[src/sv/mcm_pkg.sv]
// Package for the motor command mode controller.
// Holds command, mode and response codes, duty constants and shared structs.
`default_nettype none

package mcm_pkg;

  typedef enum logic [3:0] {
    CMD_ON     = 4'd0,
    CMD_OFF    = 4'd1,
    CMD_SPEED  = 4'd2,
    CMD_GPIO   = 4'd3,
    CMD_PWM    = 4'd4,
    CMD_FWD    = 4'd5,
    CMD_REV    = 4'd6,
    CMD_STATUS = 4'd7,
    CMD_SETRPM = 4'd8,
    CMD_AUTO   = 4'd9,
    CMD_SELECT = 4'd10,
    CMD_FAULT  = 4'd11
  } cmd_e;

  typedef enum logic [2:0] {
    MODE_STOP  = 3'd0,
    MODE_PWM   = 3'd1,
    MODE_GPIO  = 3'd2,
    MODE_FWD   = 3'd3,
    MODE_REV   = 3'd4,
    MODE_ERROR = 3'd5
  } mode_e;

  typedef enum logic [2:0] {
    RESP_OK      = 3'd0,
    RESP_INVALID = 3'd1,
    RESP_RECOVER = 3'd2,
    RESP_RANGE   = 3'd3,
    RESP_BADID   = 3'd4,
    RESP_STATUS  = 3'd5,
    RESP_FAULT   = 3'd6
  } resp_e;

  localparam logic [9:0]  START_DUTY = 10'd200;
  localparam logic [9:0]  MAX_DUTY   = 10'd1000;
  localparam logic [9:0]  MAX_PCT    = 10'd100;
  localparam logic [13:0] DUTY_STEP  = 14'd10;
  localparam logic [9:0]  MAX_RPM    = 10'd1000;
  localparam logic [9:0]  MOTOR_ONE_ID = 10'd1;
  localparam logic [9:0]  MOTOR_TWO_ID = 10'd2;

  typedef struct packed {
    mode_e      mode;
    logic       motor;
    logic       loop_closed;
    logic [9:0] rpm;
  } state_t;

  typedef struct packed {
    resp_e      resp;
    logic       pwm_write;
    logic [9:0] pwm_value;
    logic       stop_pulse;
    logic       loop_reset;
  } act_t;

endpackage

`default_nettype wire

[src/sv/mcm_step.sv]
// Next-state and action logic for one motor command.
// Depends on mcm_pkg for codes, constants and the state/action structs.
`default_nettype none

module mcm_step import mcm_pkg::*; (
  input  logic [3:0] func_i,
  input  logic [9:0] param_i,
  input  state_t     state_i,
  output state_t     state_o,
  output act_t       act_o
);

  cmd_e        cmd;
  logic [13:0] duty_full;
  logic [9:0]  duty;
  logic        drive_cmd;

  assign cmd       = cmd_e'(func_i);
  assign duty_full = 14'(param_i) * DUTY_STEP;
  assign duty      = (duty_full > 14'(MAX_DUTY)) ? MAX_DUTY : duty_full[9:0];

  // commands that go through the mode machine; speed only when in range
  assign drive_cmd = (cmd inside {CMD_ON, CMD_OFF, CMD_GPIO, CMD_PWM, CMD_FWD, CMD_REV,
                                  CMD_STATUS, CMD_FAULT}) ||
                     ((cmd == CMD_SPEED) && (param_i <= MAX_PCT));

  // next state
  always_comb begin
    state_o = state_i;
    if (drive_cmd) begin
      if (state_i.mode == MODE_ERROR) begin
        if (cmd == CMD_ON) state_o.mode = MODE_STOP;
      end else if (cmd == CMD_FAULT) begin
        state_o.mode = MODE_ERROR;
      end else begin
        case (state_i.mode)
          MODE_STOP: begin
            if (cmd inside {CMD_ON, CMD_PWM}) state_o.mode = MODE_PWM;
            else if (cmd == CMD_GPIO)         state_o.mode = MODE_GPIO;
          end
          MODE_PWM: begin
            if (cmd == CMD_OFF)       state_o.mode = MODE_STOP;
            else if (cmd == CMD_GPIO) state_o.mode = MODE_GPIO;
          end
          MODE_GPIO: begin
            if (cmd == CMD_OFF)      state_o.mode = MODE_STOP;
            else if (cmd == CMD_PWM) state_o.mode = MODE_PWM;
          end
          MODE_FWD: begin
            if (cmd == CMD_OFF)       state_o.mode = MODE_STOP;
            else if (cmd == CMD_REV)  state_o.mode = MODE_REV;
            else if (cmd == CMD_GPIO) state_o.mode = MODE_GPIO;
          end
          MODE_REV: begin
            if (cmd == CMD_OFF)       state_o.mode = MODE_STOP;
            else if (cmd == CMD_FWD)  state_o.mode = MODE_FWD;
            else if (cmd == CMD_GPIO) state_o.mode = MODE_GPIO;
          end
          default: ;
        endcase
      end
    end

    case (cmd)
      CMD_SETRPM: begin
        if (param_i <= MAX_RPM) begin
          state_o.rpm         = param_i;
          state_o.loop_closed = 1'b1;
        end
      end
      CMD_AUTO: state_o.loop_closed = 1'b0;
      CMD_SELECT: begin
        if (param_i == MOTOR_ONE_ID)      state_o.motor = 1'b0;
        else if (param_i == MOTOR_TWO_ID) state_o.motor = 1'b1;
      end
      default: ;
    endcase
  end

  // response and motor actions
  always_comb begin
    act_o            = '0;
    act_o.resp       = RESP_INVALID;

    case (cmd)
      CMD_SPEED: begin
        if (param_i > MAX_PCT) act_o.resp = RESP_RANGE;
      end
      CMD_SETRPM: begin
        if (param_i > MAX_RPM) begin
          act_o.resp = RESP_RANGE;
        end else begin
          act_o.resp       = RESP_OK;
          act_o.loop_reset = 1'b1;
        end
      end
      CMD_AUTO: act_o.resp = RESP_OK;
      CMD_SELECT: begin
        act_o.resp = (param_i == MOTOR_ONE_ID || param_i == MOTOR_TWO_ID) ? RESP_OK
                                                                           : RESP_BADID;
      end
      default: ;
    endcase

    if (drive_cmd) begin
      if (state_i.mode == MODE_ERROR) begin
        if (cmd == CMD_ON) begin
          act_o.resp       = RESP_OK;
          act_o.stop_pulse = 1'b1;
        end else begin
          act_o.resp = RESP_RECOVER;
        end
      end else if (cmd == CMD_FAULT) begin
        act_o.resp       = RESP_FAULT;
        act_o.stop_pulse = 1'b1;
      end else begin
        case (state_i.mode)
          MODE_STOP: begin
            if (cmd == CMD_ON) begin
              act_o.resp      = RESP_OK;
              act_o.pwm_write = 1'b1;
              act_o.pwm_value = START_DUTY;
            end else if (cmd inside {CMD_GPIO, CMD_PWM}) begin
              act_o.resp = RESP_OK;
            end
          end
          MODE_PWM: begin
            if (cmd == CMD_OFF) begin
              act_o.resp       = RESP_OK;
              act_o.stop_pulse = 1'b1;
            end else if (cmd == CMD_SPEED) begin
              act_o.resp      = RESP_OK;
              act_o.pwm_write = 1'b1;
              act_o.pwm_value = duty;
            end else if (cmd inside {CMD_FWD, CMD_REV, CMD_GPIO}) begin
              act_o.resp = RESP_OK;
            end else if (cmd == CMD_STATUS) begin
              act_o.resp = RESP_STATUS;
            end
          end
          MODE_GPIO: begin
            if (cmd == CMD_OFF) begin
              act_o.resp       = RESP_OK;
              act_o.stop_pulse = 1'b1;
            end else if (cmd inside {CMD_FWD, CMD_REV, CMD_PWM}) begin
              act_o.resp = RESP_OK;
            end else if (cmd == CMD_STATUS) begin
              act_o.resp = RESP_STATUS;
            end
          end
          MODE_FWD, MODE_REV: begin
            if (cmd == CMD_OFF) begin
              act_o.resp       = RESP_OK;
              act_o.stop_pulse = 1'b1;
            end else if (cmd == CMD_SPEED) begin
              act_o.resp      = RESP_OK;
              act_o.pwm_write = 1'b1;
              act_o.pwm_value = duty;
            end else if ((cmd == CMD_REV && state_i.mode == MODE_FWD) ||
                         (cmd == CMD_FWD && state_i.mode == MODE_REV) ||
                         (cmd == CMD_GPIO) || (cmd == CMD_PWM)) begin
              act_o.resp = RESP_OK;
            end else if (cmd == CMD_STATUS) begin
              act_o.resp = RESP_STATUS;
            end
          end
          default: ;
        endcase
      end
    end
  end

endmodule

`default_nettype wire

[src/sv/motor_command_mode_fsm.sv]
// Motor command mode controller: one command word in, one response word out.
// A command passes the input register, then the result register, before out_valid_o rises.
// Throughput: one command per cycle while out_ready_i is high; the drive state updates as
// a command moves from input register to result register, so consecutive commands see each other.
// Reset (rst_ni low, async): stop mode, motor one, auto pwm, target rpm zero, no words held.
// Depends on mcm_pkg and mcm_step.
`default_nettype none

module motor_command_mode_fsm import mcm_pkg::*; (
  input  logic       clk_i,
  input  logic       rst_ni,

  input  logic       in_valid_i,
  output logic       in_ready_o,
  input  logic [3:0] func_i,
  input  logic [9:0] param_i,

  output logic       out_valid_o,
  input  logic       out_ready_i,
  output logic [2:0] resp_code_o,
  output logic [2:0] drive_state_o,
  output logic       pwm_write_o,
  output logic [9:0] pwm_value_o,
  output logic       stop_pulse_o,
  output logic       motor_index_o,
  output logic       loop_reset_o,
  output logic       closed_loop_o,
  output logic [9:0] target_speed_o
);

  // input register
  logic       in_valid_q;
  logic [3:0] func_q;
  logic [9:0] param_q;

  // drive state
  state_t state_q, state_d;
  act_t   act;

  // result register
  logic   out_valid_q;
  act_t   out_act_q;
  state_t out_state_q;

  logic advance;

  // a held command moves on whenever the result register is empty or being drained
  assign advance    = in_valid_q && (!out_valid_q || out_ready_i);
  assign in_ready_o = !in_valid_q || advance;

  always_ff @(posedge clk_i or negedge rst_ni) begin
    if (!rst_ni) begin
      in_valid_q <= 1'b0;
    end else if (in_ready_o) begin
      in_valid_q <= in_valid_i;
    end
  end

  // payload: load only on accept, hold otherwise
  always_ff @(posedge clk_i) begin
    if (in_valid_i && in_ready_o) begin
      func_q  <= func_i;
      param_q <= param_i;
    end
  end

  mcm_step u_step (
    .func_i  (func_q),
    .param_i (param_q),
    .state_i (state_q),
    .state_o (state_d),
    .act_o   (act)
  );

  // commit the new drive state only when the command leaves the input register
  always_ff @(posedge clk_i or negedge rst_ni) begin
    if (!rst_ni) begin
      state_q <= '{mode: MODE_STOP, motor: 1'b0, loop_closed: 1'b0, rpm: '0};
    end else if (advance) begin
      state_q <= state_d;
    end
  end

  always_ff @(posedge clk_i or negedge rst_ni) begin
    if (!rst_ni) begin
      out_valid_q <= 1'b0;
    end else if (advance) begin
      out_valid_q <= 1'b1;
    end else if (out_ready_i) begin
      out_valid_q <= 1'b0;
    end
  end

  always_ff @(posedge clk_i) begin
    if (advance) begin
      out_act_q   <= act;
      out_state_q <= state_d;
    end
  end

  assign out_valid_o    = out_valid_q;
  assign resp_code_o    = out_act_q.resp;
  assign drive_state_o  = out_state_q.mode;
  assign pwm_write_o    = out_act_q.pwm_write;
  assign pwm_value_o    = out_act_q.pwm_value;
  assign stop_pulse_o   = out_act_q.stop_pulse;
  assign motor_index_o  = out_state_q.motor;
  assign loop_reset_o   = out_act_q.loop_reset;
  assign closed_loop_o  = out_state_q.loop_closed;
  assign target_speed_o = out_state_q.rpm;

endmodule

`default_nettype wire

[config.mk]
export PLATFORM = sky130hd
export DESIGN_NAME = motor_command_mode_fsm
export DESIGN_NICKNAME = d
export VERILOG_FILES = /design/src/sv/mcm_pkg.sv /design/src/sv/mcm_step.sv /design/src/sv/motor_command_mode_fsm.sv
export SDC_FILE = /design/constraint.sdc
export NUM_CORES = 1
export LEC_CHECK = 0
export BUFFER_PORTS_ARGS = -buffer_cell sky130_fd_sc_hd__buf_2
export CORE_MARGIN = 3
export CORE_UTILIZATION = 25
export DETAILED_ROUTE_END_ITERATION = 8
export HOLD_SLACK_MARGIN = 0.03
export SYNTH_ARGS = -nofsm -noshare
export SYNTH_HDL_FRONTEND = slang
export SYNTH_HIERARCHICAL = 1
export SYNTH_SLANG_ARGS = --single-unit
[constraint.sdc]
create_clock -name clk_i -period 3.6 [get_ports clk_i]
set_clock_uncertainty 0.15 [all_clocks]
set_input_delay 0.18 -clock clk_i [delete_from_list [all_inputs] [get_ports clk_i]]
set_output_delay 0.18 -clock clk_i [all_outputs]
set_load 0.02 [all_outputs]
# == After elaboration in Yosys (flattened, before gate mapping) ==
# Cells that the tools add are included.
# word_totals
ff_bits,62
out_inout_bits,33
inputBits,18
# op_classes
n_mul,1
n_reduce_logical,26
n_eq_ne,18
magnitude_cmp,5
muxes,55
bitwise,1
# op_table
op,n
$mux W3,27
$mux W11,6
$pmux W3 S4,2
$pmux W11 S2,1
$mux W10,2
$eq A4 B3 Y1 const B,4
$eq A4 B4 Y1 const B,4
$mux W15,1
$pmux W3 S5,1
$gt A14 B10 Y1 const B,1
$mul A10 B3 Y13 const B,1
$mux W1,11
$eq A10 B1 Y1 const B,1
$eq A10 B2 Y1 const B,1
$gt A10 B10 Y1 const B,1
$gt A10 B7 Y1 const B,1
$le A10 B10 Y1 const B,1
$le A10 B7 Y1 const B,1
$eq A4 B2 Y1 const B,2
$reduce_bool A8 Y1,1
$logic_or A1 B1 Y1,7
$eq A3 B2 Y1 const B,2
$eq A3 B3 Y1 const B,2
$mux W2,3
other kinds (13),22

# == Logic depth before layout (Yosys ltp) ==
# depth
word_depth,12
mapped_depth,8

# == Cells and area by module ==
# Netlist, hierarchy kept.
# modules_own_cells
mod,instances,cells_per_inst,seq_area_each_um2,area_each_um2
motor_command_mode_fsm,1,85,1776.7,2055.7
mcm_step,1,215,0.0,1441.4

# == Worst setup path after synthesis ==
# OpenSTA, ideal clock, no wires.
# synth_timing
kind,reg-to-reg
start,register param_q[1]
end,"register out_act_q, in the netlist pwm_value_o[3] (data pin)"
path_buffers,0
arrival_time_ns,2.664
path_stages_with_launch,9
period_less_slack_ns,3.078
setup_slack_ns,0.522
path_cell_list,edfxtp_1 > ha_1 > ha_1 > fa_1 > a21o_1 > and4_1 > or3_1 > a21o_1 > o41a_1
# synth_via
elab_chain_cells,6
word_cells_on_any_way,11
cone_classes,1 x mul; 2 x order compare; 4 x mux; 1 x bitwise; 3 x reduce/logical
# synth_rtl
item,line,source
"start, declared",motor_command_mode_fsm.sv:34,logic [9:0] param_q;
"start signal, assigned",motor_command_mode_fsm.sv:63,param_q <= param_i;
$mul A10 B3 Y13,mcm_step.sv:19,assign duty_full = 14'(param_i) * DUTY_STEP;
$gt A14 B10 Y1,mcm_step.sv:20,assign duty = (duty_full > 14'(MAX_DUTY)) ? MAX_DUTY : duty_full[9:0];
$mux W10,mcm_step.sv:20,
$mux W11,"mcm_step.sv:131, mcm_step.sv:155",
$mux W11,mcm_step.sv:128,if (cmd == CMD_OFF) begin
$pmux W11 S2,mcm_step.sv:117,case (state_i.mode)
"end signal, assigned",motor_command_mode_fsm.sv:96,out_act_q <= act;
"end, declared",motor_command_mode_fsm.sv:42,act_t out_act_q;
# Parallel ways exist; a longest one is shown, timed or not.
# A chain may end at the register's enable or synchronous reset.

# == Final worst setup path ==
# layout_timing
start,register param_q[3]
end,"register out_act_q, in the netlist pwm_value_o[3] (data pin)"
# The elaborated chain is that of the path after synthesis.

==> run_results.csv <==
group,metric,value,unit
sta,fin_crit_sh,88.7,%
route,drt-initial-drc-count,160,
job,maxCapViolations,0,
worst_hold_path,hp-class,"in2reg",
floorplan,chipHeight,124,um
clock_tree,cts_root_buf,"clkbuf_16",
layout,nets,403,
grt,grt_pass1_wl,14300,um
worst_setup_path,critPathKind,"reg2reg",
logic_synthesis,yosys.area.top_type,"edfxtp_1",
clock_tree,cts_buffers,9,
sta,setup_viol,0,
sta,rsz0062_at_grt,"false",
power_and_ir_drop,peakVddDrop,239,uV
clock_tree,cts.sinks,62,
worst_setup_path,endpoint_kind,"flop",
logic_synthesis,synth.distinct_cells,60,
clock_tree,cts_tree,"yes",
sta,max_clock_freq,313,MHz
worst_setup_path,worstRegToRegCells,8,
clock_tree,clk_latency,0.33,ns
route,detail-route-antenna-nets,0,
logic_synthesis,synthArstFlopShare,27.4,%
worst_hold_path,hold_path_depth,3,
logic_synthesis,synth.ff_latch_count,62,
grt,grt-ovfl-total,0,
clock_tree,clk_pin_slew_worst_paths,0.05,ns
sta,min_period,3.19,ns
floorplan,io_pins,51,
grt,grt_pass1_vias,2719,
power_and_ir_drop,p_leak,0.00180,uW
clock_tree,clk_path_buf_depth,2,
logic_synthesis,synthAdderAreaFrac,6.30,%
route,via_per_inst,4.86,
worst_setup_path,cp.required,3.52,ns
logic_synthesis,yosysSeqAreaShare,50.8,%
logic_synthesis,synth_top_family_by_area,"simple AND/OR/NAND/NOR gates",
logic_synthesis,synth_edf_count,45,
layout,multi_input_comb_area,1610,sq um
sta,timing.slew.headroom,48.6,%
logic_synthesis,synth_xor_area_share,1.00,%
layout,syn2layout_area_growth,25.5,%
floorplan,die_w,124,um
grt,grt_max_degree,25,
place,post-place-ws,0.440,ns
status,status,"complete, no violations",
sta,tightest_slew,0.771,ns
logic_synthesis,synthSimpleGateAreaFrac,16.2,%
logic_synthesis,syn_area_per_cell,11.7,sq um
place,dp_hpwl,5900,um
sta,finalMaxSlewViolations,0,
sta,worst_hold_slack,0.118,ns
worst_setup_path,start_kind,"flop",
floorplan,dieArea,15400,sq um
logic_synthesis,syn_inst,300,
power_and_ir_drop,p_total,2750,uW
sta,setup_tns,0,ns
logic_synthesis,syn-num-nets,335,
layout,stdcell_count,549,
route,avgRoutedWirePerCell,15.3,um
route,num_vias,2670,
layout,drive_above_1_share,26.8,%
logic_synthesis,synth.most_common_cell,"edfxtp_1",
sta,finalHoldViolCount,0,
layout,diodes,0,
logic_synthesis,synth.area.mux_share,8.69,%
sta,fin_ws,0.406,ns
power_and_ir_drop,p_per_area,627,nW/um^2
worst_setup_path,arrival,3.11,ns
logic_synthesis,synth-compound-area-share,13.7,%
logic_synthesis,ys.flop_type,"edfxtp_1",
layout,seqCellArea,1780,sq um
logic_synthesis,syn_area,3500,sq um
floorplan,coreArea,13500,sq um
grt,grt_usage,11.6,%
floorplan,initial_utilization,26.0,%
place,gp_congestion,0.809,
clock_tree,htreeDepth,3,
route,firstDrtPassIters,4,
floorplan,row_count,42,
logic_synthesis,synth_top_area_share,38.6,%
logic_synthesis,ys.warnings.count,6,
route,drcViolationCount,0,
clock_tree,cts.repair.resized,0,
place,port_buffers,50,
worst_setup_path,path_max_fanout,5,
layout,n_fill_cell,1384,
route,wirelength,8420,um
logic_synthesis,synth.top_cells.by_count,"edfxtp_1, a21oi_1, o21ai_0, dfrtp_1",
grt,antenna_found_initial,0,
logic_synthesis,synth_area_leaders,"edfxtp_1, dfrtp_1, ha_1",
place,placed_cells,516,
==> registers in the layout, indices dropped and copies added, names as in the netlist <==
name and count:
in_valid_q 1, pwm_write_o 1, stop_pulse_o 1, closed_loop_o 1, pwm_value_o 10, drive_state_o 3, state_q 15, motor_index_o 1
target_speed_o 10, resp_code_o 3, param_q 10, func_q 4, out_valid_o 1, loop_reset_o 1
==> final timing paths <==
check	startpoint	end	slack (ns)
min in group asynchronous	rst_ni	state_q[12]	0.17
max reg2reg	param_q[3]	pwm_value_o[3]	0.41
min	out_ready_i	out_valid_o	0.12
max	param_q[3]	pwm_value_o[3]	0.41
min reg2reg	state_q[0]	state_q[0]	0.35
max in group asynchronous	rst_ni	state_q[9]	2.84
==> routing by layer <==
metal	global-route usage [%]	part of all wire, %	vias to the layer above
met4	5.42	2.5	0
met2	17.5	46	98
met1	15.4	47	1273
li1	-	-	1282
met3	3.09	5.3	17
met5	0	0	-
==> report_power, final <==
group          total [uW]  leakage, uW  switching (uW)  internal (uW)
clock                 860     0.000142             306            554
combinational         785      0.00102             419            366
sequential           1110     0.000642             143            963
total                2750      0.00180             869           1880
==> cell type report <==
type	count	share of cell area [%]
Clock inverter	5	1.34
Multi-Input combinational cell	215	36.7
Inverter	10	0.855
Clock buffer	11	5.53
Tap cell	176	5.02
Sequential cell	62	40.5
Timing Repair Buffer	70	10.1
==> kinds of logic (layout without fill, tap and decap cells) <==
| kind of cell | Yosys count | after routing |
|---|---|---|
| simple gates | 92 | 92 |
| compound gates | 77 | 77 |
| flops | 62 | 62 |
| mux | 24 | 24 |
| buf+inv | 23 | 96 |
| fa+ha+maj | 17 | 17 |
| xor+xnor | 4 | 4 |
| other cells | 1 | 1 |
==> layout by cell type (no fill, tap or decap), drive strengths merged, types with 3 or more instances in the layout <==
master       count
edfxtp          45
mux2            24
nor3             6
and2             3
or3              5
a211oi           3
inv             10
dfrtp           17
and3             5
clkbuf          11
a21oi           24
dlygate4sd3     17
o21ai           21
buf             53
nor2b            7
nand3            5
ha              16
nand2b           7
nand3b           3
a31oi            4
xor2             3
nor4b            4
nand2           16
and4             3
a21o             6
nor2            16
==> through the flow <==
step | cell area (sq um) | util, %
after global placement | 3920 | 29.1
after global routing | 4390 | 32.6
after CTS | 4390 | 32.6
final | 4390 | 32.6
after detailed placement | 3920 | 29.1
after floorplan | 3500 | -
==> critical path: stages (launching register included) <==
cell      delay (ns)
edfxtp_1        0.45
ha_1            0.31
ha_1            0.23
fa_1            0.41
a21o_1          0.21
and4_1          0.21
or3_1           0.37
a21o_1          0.21
o41a_1          0.38
==> what timing repair did <==
| action | 4_1_cts | 5_1_grt |
|---|---|---|
| hold buffers | 17 | 0 |
| endpoints found under the hold margin | 32 | 0 |
| buffers inserted | 0 | 0 |
(Power assumes the default switching activity.)
